## src/hdl/three_stop_gradient_recolor_top_macros.svh

```systemverilog
// ----------------------------------------------------------------------------
// Assertion macros for the three-stop gradient recolor block
// Each macro expands to a clocked concurrent assertion in simulation and to
// nothing in synthesis. Reset is synchronous and active low.
// ----------------------------------------------------------------------------
`ifndef THREE_STOP_GRADIENT_RECOLOR_TOP_MACROS_SVH
`define THREE_STOP_GRADIENT_RECOLOR_TOP_MACROS_SVH

`ifndef SYNTHESIS

// antecedent implies consequent in the same cycle
`define TSGR_ASSERT_SAME(label, ante, cons) \
    label: assert property (@(posedge i_clk) disable iff (!i_rst_n) \
        (ante) |-> (cons)) else $error("tsgr assertion failed");

// antecedent implies consequent in the next cycle
`define TSGR_ASSERT_NEXT(label, ante, cons) \
    label: assert property (@(posedge i_clk) disable iff (!i_rst_n) \
        (ante) |=> (cons)) else $error("tsgr assertion failed");

`else

`define TSGR_ASSERT_SAME(label, ante, cons)
`define TSGR_ASSERT_NEXT(label, ante, cons)

`endif

`endif

```

## src/hdl/tsgr_pkg.sv

```systemverilog
// ----------------------------------------------------------------------------
// tsgr_pkg
// Types and constants shared by the gradient recolor top level and its
// blend unit.
// ----------------------------------------------------------------------------
`default_nettype none

package tsgr_pkg;

    // blend weight: 8 integer bits, 8 fraction bits, saturates at 255.0
    localparam int unsigned WEIGHT_W   = 16;
    localparam logic [WEIGHT_W-1:0] WEIGHT_MAX = 16'hFF00;

    // one color: red 23:16, green 15:8, blue 7:0
    localparam int unsigned CHAN_W  = 8;
    localparam int unsigned NCHAN   = 3;
    localparam int unsigned COLOR_W = CHAN_W * NCHAN;

    // configuration register indexes
    typedef enum logic [1:0] {
        CFG_DARK      = 2'd0,
        CFG_BASE      = 2'd1,
        CFG_HIGHLIGHT = 2'd2,
        CFG_GAIN      = 2'd3
    } t_cfg_idx;

    // one RGBA word as it travels down the pipeline
    typedef struct packed {
        logic [CHAN_W-1:0] red;
        logic [CHAN_W-1:0] green;
        logic [CHAN_W-1:0] blue;
        logic [CHAN_W-1:0] alpha;
    } t_pixel;

    // stage load enables for one blend unit
    typedef struct packed {
        logic mul_en;
        logic div_en;
    } t_blend_ctl;

endpackage

`default_nettype wire

```

## src/hdl/tsgr_blend.sv

```systemverilog
// ----------------------------------------------------------------------------
// tsgr_blend
// Two-stage color blend: q = floor(a + w*(b-a)/255.0) per channel, with w in
// 8.8 fixed point. Stage one forms the exact numerator, stage two divides by
// 255*256 as a shift and a reciprocal multiply with one correction step.
// ----------------------------------------------------------------------------
`default_nettype none

module tsgr_blend (
    input  wire logic                           i_clk,
    input  wire tsgr_pkg::t_blend_ctl           i_ctl,
    input  wire logic [tsgr_pkg::COLOR_W-1:0]   i_a,
    input  wire logic [tsgr_pkg::COLOR_W-1:0]   i_b,
    input  wire logic [tsgr_pkg::WEIGHT_W-1:0]  i_w,
    output logic      [tsgr_pkg::COLOR_W-1:0]   o_q
);

    localparam int unsigned CW = tsgr_pkg::CHAN_W;

    // numerator per channel, never negative and at most 255*65280
    logic [23:0] r_num [tsgr_pkg::NCHAN];
    logic [23:0] n_num [tsgr_pkg::NCHAN];
    logic [CW-1:0] r_q [tsgr_pkg::NCHAN];
    logic [CW-1:0] n_q [tsgr_pkg::NCHAN];

    for (genvar c = 0; c < tsgr_pkg::NCHAN; c++) begin : g_chan
        logic [CW-1:0]     ch_a;
        logic [CW-1:0]     ch_b;
        logic signed [8:0]  diff;
        logic signed [25:0] prod;
        logic signed [25:0] base;
        logic signed [25:0] sum;
        logic [15:0]        m;
        logic [23:0]        m257;
        logic [CW-1:0]      q0;
        logic [16:0]        q255;
        logic [16:0]        rem;

        assign ch_a = i_a[c*CW +: CW];
        assign ch_b = i_b[c*CW +: CW];

        // numerator: a*255*256 + w*(b-a)
        assign diff = $signed({1'b0, ch_b}) - $signed({1'b0, ch_a});
        assign prod = $signed({1'b0, i_w}) * diff;
        assign base = $signed({2'b00, ch_a, 16'h0000}) - $signed({10'h000, ch_a, 8'h00});
        assign sum  = base + prod;
        assign n_num[c] = sum[23:0];

        // divide by 256 (shift) then by 255 (reciprocal 257/65536, fix-up)
        assign m    = r_num[c][23:8];
        assign m257 = {m, 8'h00} + {8'h00, m};
        assign q0   = m257[23:16];
        assign q255 = {1'b0, q0, 8'h00} - {9'h000, q0};
        assign rem  = {1'b0, m} - q255;
        assign n_q[c] = (rem >= 17'd255) ? q0 + 8'd1 : q0;

        assign o_q[c*CW +: CW] = r_q[c];
    end

    // numerator stage
    always_ff @(posedge i_clk) begin
        if (i_ctl.mul_en) begin
            r_num <= n_num;
        end
    end

    // quotient stage
    always_ff @(posedge i_clk) begin
        if (i_ctl.div_en) begin
            r_q <= n_q;
        end
    end

endmodule

`default_nettype wire

```

## src/hdl/three_stop_gradient_recolor_top.sv

```systemverilog
// ----------------------------------------------------------------------------
// three_stop_gradient_recolor_top
// Pipeline: 5 register stages, from the weight stage 0 to output stage 4.
// Throughput: one word per cycle while not stalled; the 5 stages each hold
// a word and bubbles collapse, so a stall backs up only when all are full.
// Reset (synchronous, active low) clears stage valids and loads the default
// stops (black, mid gray, white) and unity gain.
// ----------------------------------------------------------------------------
`default_nettype none

`include "three_stop_gradient_recolor_top_macros.svh"

module three_stop_gradient_recolor_top #(
    parameter int GAIN_FRAC_BITS = 8
) (
    input  wire logic        i_clk,
    input  wire logic        i_rst_n,
    // configuration
    input  wire logic        i_cfg_we,
    input  wire logic [1:0]  i_cfg_idx,
    input  wire logic [23:0] i_cfg_data,
    // input words
    input  wire logic        i_valid,
    output logic             o_stall,
    input  wire logic [7:0]  i_in_red,
    input  wire logic [7:0]  i_in_green,
    input  wire logic [7:0]  i_in_blue,
    input  wire logic [7:0]  i_in_alpha,
    // output words
    output logic             o_valid,
    input  wire logic        i_stall,
    output logic [7:0]       o_out_red,
    output logic [7:0]       o_out_green,
    output logic [7:0]       o_out_blue,
    output logic [7:0]       o_out_alpha
);

    localparam int unsigned NSTG = 5;
    localparam int unsigned UP   = (GAIN_FRAC_BITS < 8) ? 8 - GAIN_FRAC_BITS : 0;
    localparam int unsigned DOWN = (GAIN_FRAC_BITS > 8) ? GAIN_FRAC_BITS - 8 : 0;
    localparam int unsigned WW   = tsgr_pkg::WEIGHT_W;
    localparam int unsigned CLW  = tsgr_pkg::COLOR_W;

    // rescale a green*gain product to 8.8 and saturate at 255.0
    function automatic logic [WW-1:0] make_weight(input logic [19:0] p);
        logic [23:0] s;
        s = ({4'h0, p} << UP) >> DOWN;
        return (s > {8'h00, tsgr_pkg::WEIGHT_MAX}) ? tsgr_pkg::WEIGHT_MAX : s[WW-1:0];
    endfunction

    // ------------------------------------------------------------------
    // configuration registers
    // ------------------------------------------------------------------
    logic [CLW-1:0] r_dark_color;
    logic [CLW-1:0] r_base_color;
    logic [CLW-1:0] r_highlight_color;
    logic [11:0]    r_blend_gain;

    always_ff @(posedge i_clk) begin
        if (!i_rst_n) begin
            r_dark_color      <= 24'h000000;
            r_base_color      <= 24'h808080;
            r_highlight_color <= 24'hFFFFFF;
            r_blend_gain      <= 12'd256;
        end else if (i_cfg_we) begin
            unique case (tsgr_pkg::t_cfg_idx'(i_cfg_idx))
                tsgr_pkg::CFG_DARK:      r_dark_color      <= i_cfg_data;
                tsgr_pkg::CFG_BASE:      r_base_color      <= i_cfg_data;
                tsgr_pkg::CFG_HIGHLIGHT: r_highlight_color <= i_cfg_data;
                tsgr_pkg::CFG_GAIN:      r_blend_gain      <= i_cfg_data[11:0];
                default: ;
            endcase
        end
    end

    // ------------------------------------------------------------------
    // stage control: a stage loads when it is empty or its word moves on
    // ------------------------------------------------------------------
    logic [NSTG-1:0] r_vld;
    logic [NSTG:0]   rdy;

    assign rdy[NSTG] = !i_stall;
    for (genvar k = 0; k < NSTG; k++) begin : g_rdy
        assign rdy[k] = !r_vld[k] || rdy[k+1];
    end

    assign o_stall = !rdy[0];
    assign o_valid = r_vld[NSTG-1];

    always_ff @(posedge i_clk) begin
        if (!i_rst_n) begin
            r_vld <= '0;
        end else begin
            if (rdy[0]) begin
                r_vld[0] <= i_valid;
            end
            for (int k = 1; k < NSTG; k++) begin
                if (rdy[k]) begin
                    r_vld[k] <= r_vld[k-1];
                end
            end
        end
    end

    // ------------------------------------------------------------------
    // stage 0: weights from green and gain
    // ------------------------------------------------------------------
    tsgr_pkg::t_pixel in_pix;
    logic [19:0]      prod_w1;
    logic [19:0]      prod_w2;
    logic [WW-1:0]    r_w1;
    logic [WW-1:0]    r_w2 [3];
    tsgr_pkg::t_pixel r_pix [NSTG];

    assign in_pix = '{red: i_in_red, green: i_in_green, blue: i_in_blue, alpha: i_in_alpha};

    // green above 128 leaves green[6:0] = green - 128; at 128 that is zero
    assign prod_w1 = {12'h000, i_in_green} * {8'h00, r_blend_gain};
    assign prod_w2 = i_in_green[7] ? {13'h0000, i_in_green[6:0]} * {8'h00, r_blend_gain}
                                   : 20'h00000;

    always_ff @(posedge i_clk) begin
        if (rdy[0]) begin
            r_pix[0] <= in_pix;
            r_w1     <= make_weight(prod_w1);
            r_w2[0]  <= make_weight(prod_w2);
        end
        for (int k = 1; k < NSTG; k++) begin
            if (rdy[k]) begin
                r_pix[k] <= r_pix[k-1];
            end
        end
        for (int k = 1; k < 3; k++) begin
            if (rdy[k]) begin
                r_w2[k] <= r_w2[k-1];
            end
        end
    end

    // ------------------------------------------------------------------
    // stages 1-2: dark toward base; stages 3-4: that toward highlight
    // ------------------------------------------------------------------
    tsgr_pkg::t_blend_ctl ctl_lo;
    tsgr_pkg::t_blend_ctl ctl_hi;
    logic [CLW-1:0]       mid_color;
    logic [CLW-1:0]       fin_color;

    assign ctl_lo = '{mul_en: rdy[1], div_en: rdy[2]};
    assign ctl_hi = '{mul_en: rdy[3], div_en: rdy[4]};

    tsgr_blend u_blend_lo (
        .i_clk (i_clk),
        .i_ctl (ctl_lo),
        .i_a   (r_dark_color),
        .i_b   (r_base_color),
        .i_w   (r_w1),
        .o_q   (mid_color)
    );

    tsgr_blend u_blend_hi (
        .i_clk (i_clk),
        .i_ctl (ctl_hi),
        .i_a   (mid_color),
        .i_b   (r_highlight_color),
        .i_w   (r_w2[2]),
        .o_q   (fin_color)
    );

    // ------------------------------------------------------------------
    // output: transparent pixels pass through untouched
    // ------------------------------------------------------------------
    logic pass_thru;
    assign pass_thru = (r_pix[NSTG-1].alpha == 8'h00);

    assign o_out_red   = pass_thru ? r_pix[NSTG-1].red   : fin_color[23:16];
    assign o_out_green = pass_thru ? r_pix[NSTG-1].green : fin_color[15:8];
    assign o_out_blue  = pass_thru ? r_pix[NSTG-1].blue  : fin_color[7:0];
    assign o_out_alpha = r_pix[NSTG-1].alpha;

    // ------------------------------------------------------------------
    // assertions
    // ------------------------------------------------------------------
    logic in_acc;
    logic out_acc;
    assign in_acc  = i_valid && !o_stall;
    assign out_acc = o_valid && !i_stall;

    // upstream only sees a stall once every stage holds a word
    `TSGR_ASSERT_SAME(a_stall_full, o_stall, (&r_vld))
    // a word taken in and none delivered adds exactly one to occupancy
    `TSGR_ASSERT_NEXT(a_occ_up, (in_acc && !out_acc), ($countones(r_vld) == $countones($past(r_vld)) + 1))
    // a word delivered and none taken in removes exactly one
    `TSGR_ASSERT_NEXT(a_occ_dn, (!in_acc && out_acc), ($countones(r_vld) + 1 == $countones($past(r_vld))))

endmodule

`default_nettype wire

```

## config.mk

```make
export PLATFORM = sky130hd
export DESIGN_NAME = three_stop_gradient_recolor_top
export DESIGN_NICKNAME = d
export VERILOG_FILES = /design/src/hdl/tsgr_pkg.sv /design/src/hdl/tsgr_blend.sv /design/src/hdl/three_stop_gradient_recolor_top.sv
export VERILOG_INCLUDE_DIRS = /design/src /design/src/hdl
export SDC_FILE = /design/constraint.sdc
export NUM_CORES = 2
export LEC_CHECK = 0
export ABC_AREA = 1
export BUFFER_PORTS_ARGS = -buffer_cell sky130_fd_sc_hd__buf_4
export CELL_PAD_IN_SITES_DETAIL_PLACEMENT = 2
export CELL_PAD_IN_SITES_GLOBAL_PLACEMENT = 2
export CORE_ASPECT_RATIO = 1.25
export CORE_UTILIZATION = 41
export DETAILED_ROUTE_END_ITERATION = 10
export MAX_ROUTING_LAYER = met4
export PLACE_DENSITY_LB_ADDON = 0.05
export SYNTH_ARGS = -nofsm -noshare
export SYNTH_HDL_FRONTEND = slang
export SYNTH_SLANG_ARGS = --single-unit
```

## constraint.sdc

```tcl
create_clock -name i_clk -period 23.1 [get_ports i_clk]
set_input_delay 6.93 -clock i_clk [delete_from_list [all_inputs] [get_ports i_clk]]
set_output_delay 6.93 -clock i_clk [all_outputs]
set_load 0.005 [all_outputs]
```

# After elaboration in Yosys (flattened, before gate mapping)
# Memories as Yosys holds them, arrays and structs flattened.
# Cells that the tools add are included.
[totals]
elab_cells = 124
out_inout_bits = 34
in_bits = 63
memories = 2
register_bits = 297
ramBits = 208
[classes]
n_mul = 8
order_cmp = 8
eq_ne = 3
addsub = 42
mux = 21
reduce_logical = 18
[mem_list]
columns = ["memory", "words", "width", "read_ports", "rd_clocked_by_memory_dff", "wr", "line_no", "rtl"]
rows = [
  ["r_pix", 5, 32, 5, 0, 5, "three_stop_gradient_recolor_top.sv:113", "tsgr_pkg::t_pixel r_pix [NSTG];"],
  ["r_w2", 3, 16, 3, 0, 3, "three_stop_gradient_recolor_top.sv:112", "logic [WW-1:0] r_w2 [3];"],
]
[op_table]
columns = ["cell", "n"]
rows = [
  ["24-bit by 16-bit adder with 24-bit output", 6],
  ["24-bit adder", 6],
  ["17-bit by 9-bit multiplier with 24-bit output", 6],
  ["24-bit by 16-bit subtractor with 24-bit output", 6],
  ["17-bit by 8-bit >= comparator with 1-bit output, second input constant", 6],
  ["16-bit by 17-bit subtractor with 17-bit output", 6],
  ["16-bit by 8-bit subtractor with 17-bit output", 6],
  ["8-bit 2-to-1 mux", 9],
  ["8-bit by 8-bit subtractor with 9-bit output", 6],
  ["8-bit by 1-bit adder with 8-bit output, second input constant", 6],
  ["20-bit by 16-bit greater-than comparator with 1-bit output, second input constant", 1],
  ["8-bit by 12-bit multiplier with 20-bit output", 1],
  ["19-bit by 16-bit greater-than comparator with 1-bit output, second input constant", 1],
  ["7-bit by 12-bit multiplier with 19-bit output", 1],
  ["19-bit 2-to-1 mux", 1],
  ["16-bit 2-to-1 mux", 1],
  ["1-bit 2-to-1 mux", 10],
  ["8-bit logical NOT", 1],
  ["2-bit AND reduction", 4],
  ["1-bit logical NOT", 7],
  ["1-bit logical OR", 5],
  ["2-bit == test, second input constant", 2],
  ["2-bit by 1-bit == test with 1-bit output, second input constant", 1],
  ["2-bit logical NOT", 1],
]

# Logic depth before layout (Yosys ltp)
[depth]
word_depth = 8
mapped_depth = 35

# Modules after synthesis
# A second synthesis with hierarchy kept.
[unflattened]
hier_cells = 7953
hier_area_um2 = 64473.1
[modules_own_cells]
columns = ["mod", "instances", "cells_per_inst", "area_per_inst_um2"]
rows = [
  ["tsgr_blend at u_blend_lo", 1, 3210, 24008.0],
  ["tsgr_blend at u_blend_hi", 1, 3116, 23762.8],
  ["three_stop_gradient_recolor_top", 1, 1627, 16702.3],
]

# Worst setup path before layout
# OpenSTA, ideal clock, no wires.
[synth_path]
path_type = "input -> output"
startpoint = "input port i_stall"
endpoint = "output port o_stall"
path_stages = 8
arrival_time_ns = 13.719
setup_slack_ns = 2.451
cell_sequence = "nand2_1 -> nor2_1 -> inv_1 -> nor2_1 -> inv_1 -> nor2_1 -> inv_1 -> nor2_1"
[synth_rtl]
columns = ["item", "line_no", "rtl"]
rows = [
  ["from (decl)", "three_stop_gradient_recolor_top.sv:31", "input wire logic i_stall,"],
  ["to (decl)", "three_stop_gradient_recolor_top.sv:24", "output logic o_stall,"],
]

==> tab_implementation.tex <==
\begin{tabular}{lr}
\hline
Metric & Value \\
\hline
\multicolumn{2}{l}{\textbf{Route}} \\
\quad Average via count per standard cell & 5.310 \\
\quad Routed length per instance & 22.86 um \\
\quad Iteration-0 DRC Markers & 2264 \\
\quad Post-route antenna net violation count & 0 \\
\quad Detailed-routing iteration count for the pre-antenna-repair pass & 6 \\
\quad Total number of vias & 53542 \\
\quad Total routed wirelength & 230500 um \\
\quad Number of DRC violations after detailed routing & 0 \\
\multicolumn{2}{l}{\textbf{STA}} \\
\quad PnR worst setup slack & 6.036 ns \\
\quad Fmax & 58.60 MHz \\
\quad Setup repair after global routing missed its margin & false \\
\quad Setup Viol. Count Final & 0 \\
\quad Tcrit/Tclk final & 73.87\% \\
\quad Minimum clock period & 17.06 ns \\
\quad Total Negative Setup Slacks & 0 ns \\
\quad Final hold viol count & 0 \\
\quad Hold Slack & 0.4183 ns \\
\quad Count of pins over their slew limit & 0 \\
\quad Relative slew slack & 24.70\% \\
\quad Worst-Margin Slew & 1.129 ns \\
\quad Setup clock skew after layout & 0.07354 ns \\
\multicolumn{2}{l}{\textbf{Clocking}} \\
\quad Cts bufs inserted & 57 \\
\quad TritonCTS sink count & 457 \\
\quad Clock-pin slew on the worst setup and hold paths & 0.07 ns \\
\quad Resized cells post-CTS & 0 \\
\quad Number of buffers inserted to repair setup after CTS & 0 \\
\quad Root buffer selected by CTS & clkbuf\_16 \\
\quad \# hold bufs at CTS & 0 \\
\quad Maximum buffer depth of the clock tree & 3 \\
\quad Worst-skew pair later-pin latency & 0.73 ns \\
\quad H-tree depth & 2 \\
\quad Clock tree from TritonCTS & yes \\
\multicolumn{2}{l}{\textbf{Critical path}} \\
\quad Reg2reg start & u\_blend\_lo.o\_q[0]\$\_DFFE\_PP\_ \\
\quad Critical Path AT & 10.13 ns \\
\quad Sort of element at the end of the critical path & output port \\
\quad Path type of the worst setup path & primary input to output port \\
\quad Max Fanout on Critical Path & 58 \\
\quad Register-to-Register Setup Slack & 15.05 ns \\
\quad Critical path endpoint & o\_stall \\
\quad Reg-to-reg endpoint & u\_blend\_hi.g\_chan[0].m[14]\$\_DFFE\_PP\_ \\
\quad Worst r2r path cells & 22 \\
\quad Crit path launch type & primary input \\
\quad Critical path launch point & i\_stall \\
\quad Required time of the worst setup path & 16.17 ns \\
\multicolumn{2}{l}{\textbf{Global route}} \\
\quad Number of antenna violations at the first check in global routing & 3 \\
\quad GR Util All Layers & 30.40\% \\
\quad First-pass GRT wire length & 359300 um \\
\quad Pin count of the biggest net entering global routing & 87 \\
\quad Number of global-route vias before repair & 62423 \\
\quad Final global-route overflow total & 0 \\
\multicolumn{2}{l}{\textbf{Logic synthesis}} \\
\quad Number of unique standard cell types used by synthesis & 59 \\
\quad Total nets after synthesis & 9537 \\
\quad Largest area contributor in the netlist & fa\_1 \\
\quad Leading post-synthesis cells by cell area & fa\_1 (25\%), edfxtp\_1 (17\%), ha\_1 (14\%) \\
\quad Area of the mapped netlist & 64420 um2 \\
\quad Proportion of synthesized chip area in sequential cells & 19.92\% \\
\quad Synth Flop Type & edfxtp\_1 \\
\quad Yosys warning total & 0 \\
\quad Number of flops mapped to enable cells by yosys & 368 \\
\quad Cell count after synthesis & 7957 \\
\quad Synth Area per Inst & 8.096 um2 \\
\quad Flip-flop and latch count after synthesis & 457 \\
\quad Ys async rst share & 0\% \\
\quad Share of Yosys cell area claimed by the top area cell type & 25.20\% \\
\multicolumn{2}{l}{\textbf{Place}} \\
\quad Placed wire-length estimate & 189600 um \\
\quad GP Congestion & 0.8928 \\
\quad Worst slack at placement & 5.974 ns \\
\quad Cell count after placement & 9975 \\
\quad PortBufs & 96 \\
\multicolumn{2}{l}{\textbf{Final layout}} \\
\quad Synth-to-layout area growth & 7.644\% \\
\quad Proportion of layout cells with a drive suffix above 1 & 5.403\% \\
\quad Most common library cell in the layout ignoring fill and taps & inv\_1 \\
\quad Final standard cell count with taps included and fillers excluded & 10084 \\
\quad Highest-count cells in the layout ignoring fill and taps & inv\_1 (1849), nand2\_1 (1831), fa\_1 (811) \\
\quad \# nets final & 9564 \\
\multicolumn{2}{l}{\textbf{Run}} \\
\quad Number of maximum-capacitance constraint violations & 0 \\
\multicolumn{2}{l}{\textbf{Floorplan}} \\
\quad Cell row count & 162 \\
\quad Die height & 445.2 um \\
\quad Area of the core & 155900 um2 \\
\quad Die Outline Area & 158700 um2 \\
\quad Boundary Pins & 97 \\
\quad Effective utilization at floorplan & 41.33\% \\
\quad Chip Width & 356.5 um \\
\multicolumn{2}{l}{\textbf{Worst hold path}} \\
\quad Tightest Hold Check Type & register to register \\
\multicolumn{2}{l}{\textbf{Status}} \\
\quad Status & finished clean \\
\hline
\end{tabular}
## critical path, stage by stage
cell	delay [ns]
buf_4	0.09
nand2_2	0.06
buf_4	0.39
nor2_1	0.25
clkinv_2	0.51
nor2_1	0.35
clkinv_2	0.39
nor2_1	0.33
inv_4	0.25
nor2_1	0.36
buf_4	0.18
## Yosys cell counts, types with 8 or more instances
master,count
inv_2,20
clkbuf_1,136
clkinv_1,8
fa_1,811
a21boi_0,10
a21o_1,10
nor3_1,60
a21oi_1,324
xnor2_1,114
o211ai_1,12
edfxtp_1,368
or2_2,22
nand4_1,73
mux2_2,24
ha_1,706
o21a_1,10
nand2_1,1832
o21bai_1,26
dfxtp_1,89
xor2_1,112
buf_4,11
nor2_1,552
nand3_1,329
inv_1,1853
nor4_1,13
o21ai_0,166
a221oi_1,9
nand2_2,38
nor2_4,10
and2_1,17
nand3b_1,39
nand2_4,9
nor2_2,21
buf_2,21
o21ai_1,10
## layer usage
layer / track usage, % / share of wire, % / up-vias
li1: - / - / 24464
met1: 33.55 / 39 / 27682
met2: 56.09 / 54 / 928
met3: 2.424 / 2.7 / 468
met4: 11.98 / 4.6 / 0
met5: - / 0 / -
## registers in the layout (all words and copies together) (netlist names)
name                 cells
r_base_color            24
r_blend_gain            12
r_dark_color            24
r_highlight_color       24
r_pix                  160
r_vld                    5
r_w1                    16
r_w2                    48
u_blend_hi.g_chan.m     48
u_blend_hi.o_q          24
u_blend_lo.g_chan.m     48
u_blend_lo.o_q          24
## through the flow
stage	area (um2)	util [%]
after CTS	69350	44.49
after global routing	69350	44.49
after global placement	67350	43.21
after floorplan	64420	-
final	69350	44.49
after detailed placement	67350	43.21
## worst min-delay path by stage
stage,startpoint,endpoint,cells after the start,slack [ns]
2_1_floorplan,r_pix[0][68]$_DFFE_PP_,r_pix[0][100]$_DFFE_PP_,0,0.40
3_3_place_gp,r_pix[0][44]$_DFFE_PP_,r_pix[0][76]$_DFFE_PP_,0,0.40
3_5_place_dp,r_pix[0][63]$_DFFE_PP_,r_pix[0][95]$_DFFE_PP_,0,0.41
4_1_cts,r_w2[0][14]$_SDFFCE_PN1N_,r_w2[0][30]$_DFFE_PP_,0,0.42
5_1_grt,r_pix[0][93]$_DFFE_PP_,r_pix[0][125]$_DFFE_PP_,0,0.43
6_report,r_w2[0][14]$_SDFFCE_PN1N_,r_w2[0][30]$_DFFE_PP_,0,0.42
## kinds of logic (layout without fill, tap and decap cells)
kind of cell    after synthesis  count (layout)  synth area share [%]
simple gates               3064            3064                 20.33
buf+inv                    2056            2132                 12.08
fa+ha+maj                  1517            1517                 38.91
compound gates              613             613                 5.265
flops                       457             457                 19.92
xor+xnor                    226             226                 3.073
mux                          24              24                0.4195
other cells                   0               1                     0
## layout make-up
| type | instances | area, um2 |
|---|---|---|
| antenna | 1 | 2.502 |
| clock buffer | 62 | 1466 |
| clock inverter | 46 | 526.8 |
| fill | 17796 | 86520 |
| inverter | 1881 | 7067 |
| multi-input combinational | 5444 | 43810 |
| sequential | 457 | 12830 |
| tap | 2050 | 2565 |
| timing repair buffer | 143 | 1074 |
Power is not shown: default switching activity piles up to over one toggle a cycle in this logic, so the estimate is an artifact.
